### src/rtl/prtu_pkg.sv
`timescale 1ns / 1ps
`default_nettype none
package prtu_pkg;

  localparam int unsigned CFG_IDX_W  = 2;
  localparam int unsigned CFG_DATA_W = 7;

  localparam logic [CFG_IDX_W-1:0] CFG_OFFSET_BITS   = 2'd0;
  localparam logic [CFG_IDX_W-1:0] CFG_FRAMES_IN_USE = 2'd1;
  localparam logic [CFG_IDX_W-1:0] CFG_POLICY        = 2'd2;

  localparam logic [1:0] POL_FIFO  = 2'd0;
  localparam logic [1:0] POL_LRU   = 2'd1;
  localparam logic [1:0] POL_CLOCK = 2'd2;

  localparam logic [4:0] OB_MIN = 5'd1;
  localparam logic [4:0] OB_MAX = 5'd24;

  localparam int unsigned RANK_W = 6;
  localparam logic [RANK_W-1:0] RANK_MAX = 6'd63;

  typedef enum logic [2:0] {
    SRC_HIT,
    SRC_FREE,
    SRC_LRU,
    SRC_FIFO,
    SRC_CLOCK
  } prtu_src_e;

  typedef struct packed {
    logic      load;
    logic      scan;
    logic      pick;
    prtu_src_e src;
    logic      sweep_init;
    logic      sweep_step;
    logic      vread;
    logic      vcap;
    logic      update;
    logic      touch;
    logic      finish;
  } prtu_cmd_t;

  typedef struct packed {
    logic       pass_done;
    logic       hit_found;
    logic       free_found;
    logic       use_at_hand;
    logic [1:0] policy;
  } prtu_status_t;

endpackage
`default_nettype wire

### src/rtl/page_table_replacement_unit.sv
`timescale 1ns / 1ps
`default_nettype none
// Channel        Signals                                      Transfer
// access in      start, busy, logical_address_i, is_write_i    start && !busy
// result out     result_valid_o, physical_address_o .. dirty    one-cycle strobe
// configuration  cfg_we_i, cfg_idx_i, cfg_data_i               cfg_we_i, no wait
//
// One transaction at a time, n the active frame count. Each one runs a tag search over
// the n frames, decide, update, an LRU ageing pass over the n frames and finish; both
// passes go through registered memory reads. An eviction adds a read and a capture of
// the victim; a clock eviction first sweeps the hand, which passes at most n frames.
// Reset clears every valid, dirty and use flag at once; tags and ranks are read only
// for resident frames. The receiver cannot stall: each result shows for one cycle, and
// the next transaction can be taken in the cycle after the strobe at the earliest.
module page_table_replacement_unit #(
  parameter int unsigned FRAMES    = 64,
  parameter int unsigned ADDR_BITS = 32,
  parameter int unsigned IDXW      = (FRAMES > 1) ? $clog2(FRAMES) : 1
) (
  input  wire                             clk_i,
  input  wire                             rst_ni,
  input  wire                             cfg_we_i,
  input  wire  [prtu_pkg::CFG_IDX_W-1:0]  cfg_idx_i,
  input  wire  [prtu_pkg::CFG_DATA_W-1:0] cfg_data_i,
  input  wire                             start,
  output logic                            busy,
  input  wire  [ADDR_BITS-1:0]            logical_address_i,
  input  wire                             is_write_i,
  output logic                            result_valid_o,
  output logic [ADDR_BITS-1:0]            physical_address_o,
  output logic [IDXW-1:0]                 frame_index_o,
  output logic                            page_fault_o,
  output logic                            evict_valid_o,
  output logic [ADDR_BITS-2:0]            evicted_page_o,
  output logic                            dirty_evict_o
);
  import prtu_pkg::*;

  // commands flow down to the datapath, status flows back
  prtu_cmd_t    cmd;
  prtu_status_t status;

  prtu_ctrl u_ctrl (
    .clk_i          (clk_i),
    .rst_ni         (rst_ni),
    .start_i        (start),
    .status_i       (status),
    .cmd_o          (cmd),
    .busy_o         (busy),
    .result_valid_o (result_valid_o)
  );

  prtu_dpath #(
    .FRAMES    (FRAMES),
    .ADDR_BITS (ADDR_BITS),
    .IDXW      (IDXW)
  ) u_dpath (
    .clk_i              (clk_i),
    .rst_ni             (rst_ni),
    .cfg_we_i           (cfg_we_i),
    .cfg_idx_i          (cfg_idx_i),
    .cfg_data_i         (cfg_data_i),
    .logical_address_i  (logical_address_i),
    .is_write_i         (is_write_i),
    .cmd_i              (cmd),
    .status_o           (status),
    .physical_address_o (physical_address_o),
    .frame_index_o      (frame_index_o),
    .page_fault_o       (page_fault_o),
    .evict_valid_o      (evict_valid_o),
    .evicted_page_o     (evicted_page_o),
    .dirty_evict_o      (dirty_evict_o)
  );

endmodule
`default_nettype wire

### src/rtl/prtu_ctrl.sv
`timescale 1ns / 1ps
`default_nettype none
module prtu_ctrl (
  input  wire                   clk_i,
  input  wire                   rst_ni,
  input  wire                   start_i,
  input  prtu_pkg::prtu_status_t status_i,
  output prtu_pkg::prtu_cmd_t    cmd_o,
  output logic                  busy_o,
  output logic                  result_valid_o
);
  import prtu_pkg::*;

  localparam logic [3:0] ST_IDLE   = 4'd0;
  localparam logic [3:0] ST_SCAN   = 4'd1;
  localparam logic [3:0] ST_DECIDE = 4'd2;
  localparam logic [3:0] ST_SWEEP  = 4'd3;
  localparam logic [3:0] ST_VREAD  = 4'd4;
  localparam logic [3:0] ST_VCAP   = 4'd5;
  localparam logic [3:0] ST_UPDATE = 4'd6;
  localparam logic [3:0] ST_TOUCH  = 4'd7;
  localparam logic [3:0] ST_FINISH = 4'd8;

  logic [3:0] state_q, state_d;

  always_comb begin
    state_d = state_q;
    cmd_o   = '0;
    cmd_o.src = SRC_HIT;
    unique case (state_q)
      ST_IDLE: begin
        if (start_i) begin
          cmd_o.load = 1'b1;
          state_d    = ST_SCAN;
        end
      end
      ST_SCAN: begin
        cmd_o.scan = 1'b1;
        if (status_i.pass_done) state_d = ST_DECIDE;
      end
      ST_DECIDE: begin
        if (status_i.hit_found) begin
          cmd_o.pick = 1'b1;
          cmd_o.src  = SRC_HIT;
          state_d    = ST_UPDATE;
        end else if (status_i.free_found) begin
          cmd_o.pick = 1'b1;
          cmd_o.src  = SRC_FREE;
          state_d    = ST_UPDATE;
        end else if (status_i.policy == POL_LRU) begin
          cmd_o.pick = 1'b1;
          cmd_o.src  = SRC_LRU;
          state_d    = ST_VREAD;
        end else if (status_i.policy == POL_CLOCK) begin
          cmd_o.sweep_init = 1'b1;
          state_d          = ST_SWEEP;
        end else begin
          cmd_o.pick = 1'b1;
          cmd_o.src  = SRC_FIFO;
          state_d    = ST_VREAD;
        end
      end
      ST_SWEEP: begin
        if (status_i.use_at_hand) begin
          cmd_o.sweep_step = 1'b1;
        end else begin
          cmd_o.pick = 1'b1;
          cmd_o.src  = SRC_CLOCK;
          state_d    = ST_VREAD;
        end
      end
      ST_VREAD: begin
        cmd_o.vread = 1'b1;
        state_d     = ST_VCAP;
      end
      ST_VCAP: begin
        cmd_o.vcap = 1'b1;
        state_d    = ST_UPDATE;
      end
      ST_UPDATE: begin
        cmd_o.update = 1'b1;
        state_d      = ST_TOUCH;
      end
      ST_TOUCH: begin
        cmd_o.touch = 1'b1;
        if (status_i.pass_done) state_d = ST_FINISH;
      end
      ST_FINISH: begin
        cmd_o.finish = 1'b1;
        state_d      = ST_IDLE;
      end
      default: state_d = ST_IDLE;
    endcase
  end

  always_ff @(posedge clk_i or negedge rst_ni) begin
    if (!rst_ni) begin
      state_q <= ST_IDLE;
    end else begin
      state_q <= state_d;
    end
  end

  assign busy_o         = (state_q != ST_IDLE);
  assign result_valid_o = (state_q == ST_FINISH);

  a_accept_busy: assert property (@(posedge clk_i) disable iff (!rst_ni)
    (start_i && !busy_o) |=> (busy_o && !result_valid_o))
    else $error("accepted transaction did not start work");
  a_sweep_ends: assert property (@(posedge clk_i) disable iff (!rst_ni)
    (state_q == ST_SWEEP && !status_i.use_at_hand) |=> (state_q == ST_VREAD))
    else $error("clock sweep did not stop at a clear use flag");
  a_result_single: assert property (@(posedge clk_i) disable iff (!rst_ni)
    result_valid_o |=> !busy_o)
    else $error("result strobe not followed by idle");

endmodule
`default_nettype wire

### src/rtl/prtu_dpath.sv
`timescale 1ns / 1ps
`default_nettype none
module prtu_dpath #(
  parameter int unsigned FRAMES    = 64,
  parameter int unsigned ADDR_BITS = 32,
  parameter int unsigned IDXW      = (FRAMES > 1) ? $clog2(FRAMES) : 1
) (
  input  wire                              clk_i,
  input  wire                              rst_ni,
  input  wire                              cfg_we_i,
  input  wire  [prtu_pkg::CFG_IDX_W-1:0]   cfg_idx_i,
  input  wire  [prtu_pkg::CFG_DATA_W-1:0]  cfg_data_i,
  input  wire  [ADDR_BITS-1:0]             logical_address_i,
  input  wire                              is_write_i,
  input  prtu_pkg::prtu_cmd_t              cmd_i,
  output prtu_pkg::prtu_status_t           status_o,
  output logic [ADDR_BITS-1:0]             physical_address_o,
  output logic [IDXW-1:0]                  frame_index_o,
  output logic                             page_fault_o,
  output logic                             evict_valid_o,
  output logic [ADDR_BITS-2:0]             evicted_page_o,
  output logic                             dirty_evict_o
);
  import prtu_pkg::*;

  localparam int unsigned CNTW = $clog2(FRAMES + 1);

  // configuration
  logic [4:0] ob_cfg_q;
  logic [6:0] fiu_cfg_q;
  logic [1:0] pol_cfg_q;

  always_ff @(posedge clk_i or negedge rst_ni) begin
    if (!rst_ni) begin
      ob_cfg_q  <= 5'd12;
      fiu_cfg_q <= 7'd64;
      pol_cfg_q <= POL_FIFO;
    end else if (cfg_we_i) begin
      unique case (cfg_idx_i)
        CFG_OFFSET_BITS:   ob_cfg_q  <= cfg_data_i[4:0];
        CFG_FRAMES_IN_USE: fiu_cfg_q <= cfg_data_i[6:0];
        CFG_POLICY:        pol_cfg_q <= cfg_data_i[1:0];
        default:           ;
      endcase
    end
  end

  logic [4:0]      ob;
  logic [CNTW-1:0] n;

  always_comb begin
    if (ob_cfg_q < OB_MIN)      ob = OB_MIN;
    else if (ob_cfg_q > OB_MAX) ob = OB_MAX;
    else                        ob = ob_cfg_q;
    if (fiu_cfg_q == 7'd0)                n = CNTW'(1);
    else if (32'(fiu_cfg_q) > FRAMES)     n = CNTW'(FRAMES);
    else                                  n = CNTW'(fiu_cfg_q);
  end

  function automatic logic [IDXW-1:0] wrap_next(input logic [IDXW-1:0] idx,
                                                input logic [CNTW-1:0] lim);
    logic [CNTW:0] nx;
    nx = (CNTW+1)'(idx) + 1'b1;
    return (nx < (CNTW+1)'(lim)) ? nx[IDXW-1:0] : '0;
  endfunction

  function automatic logic [IDXW-1:0] in_range(input logic [IDXW-1:0] idx,
                                               input logic [CNTW-1:0] lim);
    return ((CNTW+1)'(idx) < (CNTW+1)'(lim)) ? idx : '0;
  endfunction

  // latched transaction
  logic [ADDR_BITS-2:0] page_q;
  logic [ADDR_BITS-1:0] offset_q;
  logic                 wr_q;
  logic [ADDR_BITS-1:0] shifted;
  logic [ADDR_BITS-1:0] off_mask;

  assign shifted  = logical_address_i >> ob;
  assign off_mask = (ADDR_BITS'(1) << ob) - 1'b1;

  always_ff @(posedge clk_i) begin
    if (cmd_i.load) begin
      page_q   <= shifted[ADDR_BITS-2:0];
      offset_q <= logical_address_i & off_mask;
      wr_q     <= is_write_i;
    end
  end

  // flag vectors
  logic [FRAMES-1:0] valid_q, dirty_q, use_q;

  // tag and rank memories
  logic [ADDR_BITS-2:0] tag_mem  [FRAMES];
  logic [RANK_W-1:0]    rank_mem [FRAMES];
  logic [ADDR_BITS-2:0] tag_rd_q;
  logic [RANK_W-1:0]    rank_rd_q;
  logic [IDXW-1:0]      raddr;
  logic                 rank_we;
  logic [IDXW-1:0]      rank_waddr;
  logic [RANK_W-1:0]    rank_wdata;
  logic                 tag_we;

  // pass counter shared by the search and the ageing pass
  logic [CNTW-1:0] cnt_q;
  logic            pend_q;
  logic [IDXW-1:0] eidx_q;
  logic            pass_run;

  assign pass_run = cmd_i.scan || cmd_i.touch;

  always_ff @(posedge clk_i or negedge rst_ni) begin
    if (!rst_ni) begin
      cnt_q  <= '0;
      pend_q <= 1'b0;
      eidx_q <= '0;
    end else if (cmd_i.load || cmd_i.update) begin
      cnt_q  <= '0;
      pend_q <= 1'b0;
    end else if (pass_run) begin
      pend_q <= (cnt_q < n);
      eidx_q <= cnt_q[IDXW-1:0];
      if (cnt_q < n) cnt_q <= cnt_q + 1'b1;
    end
  end

  // frame choice
  logic [IDXW-1:0]   frame_q, hit_idx_q, free_idx_q, best_idx_q, hand_q;
  logic [RANK_W-1:0] hit_rank_q, best_rank_q;
  logic [RANK_W:0]   older_q;
  logic              hit_found_q, free_found_q;
  logic              hit_q, evict_q, dirty_out_q;
  logic [ADDR_BITS-2:0] old_tag_q;
  logic [IDXW-1:0]   fp_q, cp_q, fifo_frame;

  assign raddr      = cmd_i.vread ? frame_q : cnt_q[IDXW-1:0];
  assign fifo_frame = in_range(fp_q, n);
  assign tag_we     = cmd_i.update && !hit_q;

  always_comb begin
    rank_we    = 1'b0;
    rank_waddr = frame_q;
    rank_wdata = '0;
    if (cmd_i.finish) begin
      rank_we = 1'b1;
    end else if (cmd_i.touch && pend_q && eidx_q != frame_q && valid_q[eidx_q]
                 && (RANK_W+1)'(rank_rd_q) < older_q && rank_rd_q < RANK_MAX) begin
      rank_we    = 1'b1;
      rank_waddr = eidx_q;
      rank_wdata = rank_rd_q + 1'b1;
    end
  end

  always_ff @(posedge clk_i) begin
    if (tag_we) tag_mem[frame_q] <= page_q;
    tag_rd_q <= tag_mem[raddr];
  end

  always_ff @(posedge clk_i) begin
    if (rank_we) rank_mem[rank_waddr] <= rank_wdata;
    rank_rd_q <= rank_mem[raddr];
  end

  // search: first hit, first free frame, oldest frame
  always_ff @(posedge clk_i or negedge rst_ni) begin
    if (!rst_ni) begin
      hit_found_q  <= 1'b0;
      free_found_q <= 1'b0;
    end else if (cmd_i.load) begin
      hit_found_q  <= 1'b0;
      free_found_q <= 1'b0;
    end else if (cmd_i.scan && pend_q) begin
      if (!hit_found_q && valid_q[eidx_q] && tag_rd_q == page_q) hit_found_q <= 1'b1;
      if (!free_found_q && !valid_q[eidx_q]) free_found_q <= 1'b1;
    end
  end

  always_ff @(posedge clk_i) begin
    if (cmd_i.scan && pend_q) begin
      if (!hit_found_q && valid_q[eidx_q] && tag_rd_q == page_q) begin
        hit_idx_q  <= eidx_q;
        hit_rank_q <= rank_rd_q;
      end
      if (!free_found_q && !valid_q[eidx_q]) free_idx_q <= eidx_q;
      if (eidx_q == '0 || rank_rd_q > best_rank_q) begin
        best_idx_q  <= eidx_q;
        best_rank_q <= rank_rd_q;
      end
    end
  end

  // victim selection, pointers and hand
  always_ff @(posedge clk_i or negedge rst_ni) begin
    if (!rst_ni) begin
      fp_q   <= '0;
      cp_q   <= '0;
      hand_q <= '0;
    end else begin
      if (cmd_i.pick && cmd_i.src == SRC_FIFO)  fp_q <= wrap_next(fifo_frame, n);
      if (cmd_i.pick && cmd_i.src == SRC_CLOCK) cp_q <= wrap_next(hand_q, n);
      if (cmd_i.sweep_init) hand_q <= in_range(cp_q, n);
      else if (cmd_i.sweep_step) hand_q <= wrap_next(hand_q, n);
    end
  end

  always_ff @(posedge clk_i) begin
    if (cmd_i.load) begin
      dirty_out_q <= 1'b0;
      old_tag_q   <= '0;
    end
    if (cmd_i.pick) begin
      case (cmd_i.src)
        SRC_HIT: begin
          frame_q <= hit_idx_q;
          older_q <= (RANK_W+1)'(hit_rank_q);
          hit_q   <= 1'b1;
          evict_q <= 1'b0;
        end
        SRC_FREE: begin
          frame_q <= free_idx_q;
          older_q <= (RANK_W+1)'(RANK_MAX) + 1'b1;
          hit_q   <= 1'b0;
          evict_q <= 1'b0;
        end
        SRC_LRU: begin
          frame_q <= best_idx_q;
          hit_q   <= 1'b0;
          evict_q <= 1'b1;
        end
        SRC_FIFO: begin
          frame_q <= fifo_frame;
          hit_q   <= 1'b0;
          evict_q <= 1'b1;
        end
        SRC_CLOCK: begin
          frame_q <= hand_q;
          hit_q   <= 1'b0;
          evict_q <= 1'b1;
        end
        default: ;
      endcase
    end
    if (cmd_i.vcap) begin
      old_tag_q   <= tag_rd_q;
      older_q     <= (RANK_W+1)'(rank_rd_q);
      dirty_out_q <= dirty_q[frame_q];
    end
  end

  always_ff @(posedge clk_i or negedge rst_ni) begin
    if (!rst_ni) begin
      valid_q <= '0;
      dirty_q <= '0;
      use_q   <= '0;
    end else begin
      if (cmd_i.sweep_step) use_q[hand_q] <= 1'b0;
      if (cmd_i.update) begin
        use_q[frame_q] <= 1'b1;
        if (hit_q) begin
          if (wr_q) dirty_q[frame_q] <= 1'b1;
        end else begin
          valid_q[frame_q] <= 1'b1;
          dirty_q[frame_q] <= wr_q;
        end
      end
    end
  end

  assign status_o.pass_done   = (cnt_q == n) && !pend_q;
  assign status_o.hit_found   = hit_found_q;
  assign status_o.free_found  = free_found_q;
  assign status_o.use_at_hand = use_q[hand_q];
  assign status_o.policy      = pol_cfg_q;

  assign physical_address_o = (ADDR_BITS'(frame_q) << ob) | offset_q;
  assign frame_index_o      = frame_q;
  assign page_fault_o       = !hit_q;
  assign evict_valid_o      = evict_q;
  assign evicted_page_o     = evict_q ? old_tag_q : '0;
  assign dirty_evict_o      = evict_q && dirty_out_q;

  a_frame_active: assert property (@(posedge clk_i) disable iff (!rst_ni)
    cmd_i.finish |-> ((CNTW+1)'(frame_q) < (CNTW+1)'(n)))
    else $error("chosen frame outside the active range");
  a_frame_valid: assert property (@(posedge clk_i) disable iff (!rst_ni)
    cmd_i.finish |-> (valid_q[frame_q] && use_q[frame_q]))
    else $error("chosen frame not resident at completion");
  a_full_on_evict: assert property (@(posedge clk_i) disable iff (!rst_ni)
    cmd_i.sweep_init |-> (!hit_found_q && !free_found_q))
    else $error("eviction started with a free frame or a hit");

endmodule
`default_nettype wire
### config.mk
export PLATFORM = sky130hd
export DESIGN_NAME = page_table_replacement_unit
export DESIGN_NICKNAME = d
export VERILOG_FILES = /design/src/rtl/prtu_pkg.sv /design/src/rtl/page_table_replacement_unit.sv /design/src/rtl/prtu_ctrl.sv /design/src/rtl/prtu_dpath.sv
export SDC_FILE = /design/constraint.sdc
export NUM_CORES = 2
export LEC_CHECK = 0
export ABC_AREA = 1
export BUFFER_PORTS_ARGS = -buffer_cell sky130_fd_sc_hd__buf_2
export CAP_MARGIN = 30
export CELL_PAD_IN_SITES_DETAIL_PLACEMENT = 1
export CELL_PAD_IN_SITES_GLOBAL_PLACEMENT = 2
export CORE_AREA = 2 2 545 547
export CTS_CLUSTER_DIAMETER = 100
export DETAILED_ROUTE_END_ITERATION = 8
export DIE_AREA = 0 0 547 549
export GPL_ROUTABILITY_DRIVEN = 0
export PLACE_DENSITY_LB_ADDON = 0.1
export REMOVE_ABC_BUFFERS = 1
export SLEW_MARGIN = 5
export SYNTH_ARGS = -nofsm -noshare
export SYNTH_HDL_FRONTEND = slang
export SYNTH_SLANG_ARGS = --single-unit
### constraint.sdc
create_clock -name clk_i -period 4.9 [get_ports clk_i]
set_input_delay 0.245 -clock clk_i [delete_from_list [all_inputs] [get_ports clk_i]]
set_output_delay 0.245 -clock clk_i [all_outputs]
set_load 0.03 [all_outputs]
==> load_flow_metrics.sql <==
INSERT INTO impl_metrics (metric_group, metric, value, unit) VALUES
('outcome', 'outcome', 'complete, no violations', ''),
('critical_path', 'critical_path.max_fanout', '44', ''),
('sta', 'max_slew.worst_pin.slew', '1.006', 'ns'),
('clock_tree', 'cts.sinks', '2790', ''),
('clock_tree', 'cts_max_level', '5', ''),
('final_layout', 'mostFrequentLayoutCell', 'edfxtp_1', ''),
('floorplan', 'floorplan.die_area', '0.3003', 'mm²'),
('routing', 'finalWirelength', '427300', 'µm'),
('sta', 'grt_setup_unrepaired', 'false', ''),
('critical_path', 'timing.critical_path.from_type', 'register', ''),
('power_and_ir_drop', 'total_power', '82.03', 'mW'),
('critical_path', 'critPathSlowestCell', 'dfrtp_1', ''),
('clock_tree', 'tritoncts_clock_tree', 'yes', ''),
('final_layout', 'synthToLayoutAreaGrowth', '14.76', '%'),
('power_and_ir_drop', 'vdd_drop_max', '0.0004351', 'V'),
('final_layout', 'mostFrequentLayoutCells', 'edfxtp_1 (2508), nand2_1 (1400), o21ai_0 (915)', ''),
('synth', 'ys.flop_type', 'edfxtp_1', ''),
('final_layout', 'fin_nets', '10150', ''),
('sta', 'maxSlewViolCount', '0', ''),
('clock_tree', 'numCtsBuffers', '313', ''),
('critical_path', 'timing.setup.critical_path_class', 'register to output pin', ''),
('critical_path', 'end_kind', 'output pin', ''),
('synth', 'syn-instance-count', '9874', ''),
('global_route', 'gr-total-overflow', '0', ''),
('critical_path', 'worst-path-stages', '10', ''),
('routing', 'antenna_violating_nets_left', '0', ''),
('critical_path', 'reg2regPathDepth', '19', ''),
('critical_path', 'data_required_time_at_the_worst_endpoint', '4.66', 'ns'),
('hold_path', 'timing.hold.worst_path_depth', '2', ''),
('synth', 'area_of_the_mapped_netlist', '0.1172', 'mm²'),
('job', 'maxCapViolations', '0', ''),
('power_and_ir_drop', 'intPower', '49.43', 'mW'),
('sta', 'hold_violations', '0', ''),
('floorplan', 'core_area', '0.2950', 'mm²'),
('sta', 'relSlewSlack', '32.70', '%'),
('place', 'post_detail_place_hpwl', '253800', 'µm'),
('synth', 'synth_sequential_area_ratio', '70.11', '%'),
('routing', 'violation_count_after_the_first_detailed_route_iteration', '8584', ''),
('global_route', 'first_global_vias', '83330', ''),
('sta', 'min_cycle_time_layout', '4.501', 'ns'),
('synth', 'synthesis.area_per_instance', '11.87', 'µm²'),
('critical_path', 'crit_path_cells', 'nand2_1 -> nand2_1 -> nand2_4 -> buf_4 -> nor2_1 -> nand2_1 -> inv_1 -> a22oi_1 -> o21ai_0 -> buf_2', ''),
('synth', 'ys_ff_latch', '2790', ''),
('routing', 'drt-pass1-iter-count', '5', ''),
('global_route', 'grt_max_degree', '140', ''),
('routing', 'routed_wire_length_per_instance', '29.98', 'µm'),
('synth', 'yosysUniqueCellTypes', '69', ''),
('critical_path', 'worst-path-buf-inv', '3', ''),
('power_and_ir_drop', 'sequentialPowerShare', '34.9', '%'),
('power_and_ir_drop', 'p_leak', '48.15', 'nW'),
('power_and_ir_drop', 'net_switching_power_figure', '32.60', 'mW'),
('power_and_ir_drop', 'swShare', '39.74', '%'),
('floorplan', 'die_x', '547', 'µm'),
('power_and_ir_drop', 'power.combinational.fraction', '37.2', '%'),
('synth', 'synthArstFlopShare', '8.746', '%'),
('sta', 'final-setup-viol-count', '0', ''),
('final_layout', 'fraction_of_final_layout_cells_with_drive_strength_greater_than_1', '10.54', '%'),
('routing', 'route.detailed.drc', '0', ''),
('global_route', 'grt_usage', '27.92', '%'),
('synth', 'synthesis.yosys.warnings', '0', ''),
('sta', 'skew', '0.04956', 'ns'),
('global_route', 'number_of_antenna_violations_at_the_first_check_in_global_routing', '32', ''),
('clock_tree', 'insertion_delay', '0.93', 'ns'),
('power_and_ir_drop', 'p_per_area', '609.8', 'mW/mm²'),
('floorplan', 'chipHeight', '549', 'µm'),
('place', 'numPortBuffers', '119', ''),
('sta', 'holdWs', '0.1381', 'ns'),
('floorplan', 'pin_count', '120', ''),
('clock_tree', 'cts.root.buffer_cell', 'clkbuf_16', ''),
('clock_tree', 'clock_path_buffers', '4', ''),
('routing', 'viasPerCell', '5.748', '');
-- state kept, by name, summed over array words and instances, names as in the netlist, 31 cells and up --
signal	cells
u_dpath.tag_rd_q	31
u_dpath.valid_q	64
u_dpath.offset_q	32
u_dpath.old_tag_q	31
u_dpath.page_q	31
u_dpath.rank_mem	384
u_dpath.use_q	64
u_dpath.tag_mem	1984
u_dpath.dirty_q	64
-- metrics by stage --
stage / util (%) / setup TNS, ns / area (µm²) / std cells / worst slack, ns
finish: 45.60 / 0 / 134500 / 14250 / 0.3992
global route: 45.59 / 0 / 134500 / 14250 / 0.1063
CTS: 45.55 / 0 / 134400 / 14240 / 0.3239
detailed placement: 42.04 / 0 / 124000 / 13620 / 0.6381
global placement: 42.02 / 0 / 124000 / 13620 / 0.7788
floorplan: - / -485.85 / 114300 / 9243 / -8.614
-- cell type report --
| cell class | count | area [µm²] |
|---|---|---|
| Tap cell | 3939 | 4928 |
| Clock inverter | 138 | 1146 |
| Timing Repair Buffer | 498 | 4850 |
| Inverter | 516 | 1977 |
| Multi-Input combinational cell | 5937 | 30750 |
| Antenna cell | 6 | 15.01 |
| Clock buffer | 429 | 8672 |
| Sequential cell | 2790 | 82180 |
| Fill cell | 30530 | 160500 |
-- per-layer routing --
layer  part of all wire (%)  wire [µm]  up-vias  global-route usage (%)
li1                       -          -    36060                       -
met1                     43     185200    42700                   38.45
met2                     48     203500     2521                   46.06
met3                    5.3      22550      633                   2.868
met4                    3.8      16030        6                   9.762
met5                  0.010         43        -                       0
-- repair_timing --
item	4_1_cts	5_1_grt
hold buffers	53	0
endpoints found under the hold margin	297	0
resized for setup	0	0
-- synthesized netlist by cell type (25+ instances only) --
cell	instances	area, µm²
o22ai_1	164	1026
buf_2	296	1481
nand4_1	40	250.2
o21ai_0	917	4589
inv_1	484	1817
o21bai_1	490	3679
nand3_1	588	2943
o21ai_1	575	2878
inv_2	25	93.84
buf_1	32	120.1
edfxtp_1	2508	75310
nor3_1	31	155.2
a22oi_1	27	202.7
dfrtp_1	241	6031
dfxtp_1	38	760.7
nand2_1	1404	5270
ha_1	46	575.6
a21oi_1	181	905.9
or2_2	54	337.8
o211ai_1	333	2500
nor2_1	915	3435
clkbuf_1	266	998.5
-- power groups by stage --
stage	Sequential, mW	Combinational, mW	Clock, mW
4_1_cts	28.6	30.6	23.3
5_1_grt	28.7	33.3	24.1
3_5_place_dp	29.1	30.5	0
3_3_place_gp	29.1	30.0	0
6_report	28.6	30.5	22.9
2_1_floorplan	29.3	15.3	0
-- cells by family after synthesis --
| logic type | Yosys count | synth area share (%) |
|---|---|---|
| AO/OA/AOI/OAI | 2757 | 13.95 |
| other | 2 | 0.006407 |
| adder cells (fa/ha/maj) | 46 | 0.4910 |
| XOR/XNOR | 15 | 0.1121 |
| buffers and inverters | 1150 | 4.184 |
| multiplexers | 10 | 0.08646 |
| flip-flops | 2790 | 70.11 |
| AND/OR/NAND/NOR | 3104 | 11.06 |
-- path summary, 6_finish.rpt --
check | start | to | slack (ns)
max in group asynchronous | rst_ni | u_dpath.dirty_q[19]$_DFFE_PN0P_ | 3.59
min in group asynchronous | rst_ni | u_dpath.ob_cfg_q[2]$_DFFE_PN1P_ | 0.51
worst max-delay path | u_dpath.ob_cfg_q[4]$_DFFE_PN0P_ | physical_address_o[20] | 0.40
worst min-delay path | logical_address_i[0] | u_dpath.offset_q[0]$_DFFE_PP_ | 0.14
worst max register to register | u_dpath.fiu_cfg_q[1]$_DFFE_PN0P_ | u_dpath.fp_q[3]$_DFFE_PN0P_ | 0.63
worst min register to register | u_dpath.valid_q[7]$_DFFE_PN0P_ | u_dpath.valid_q[7]$_DFFE_PN0P_ | 0.46
No activity file was read; power rests on OpenSTA's default activity.
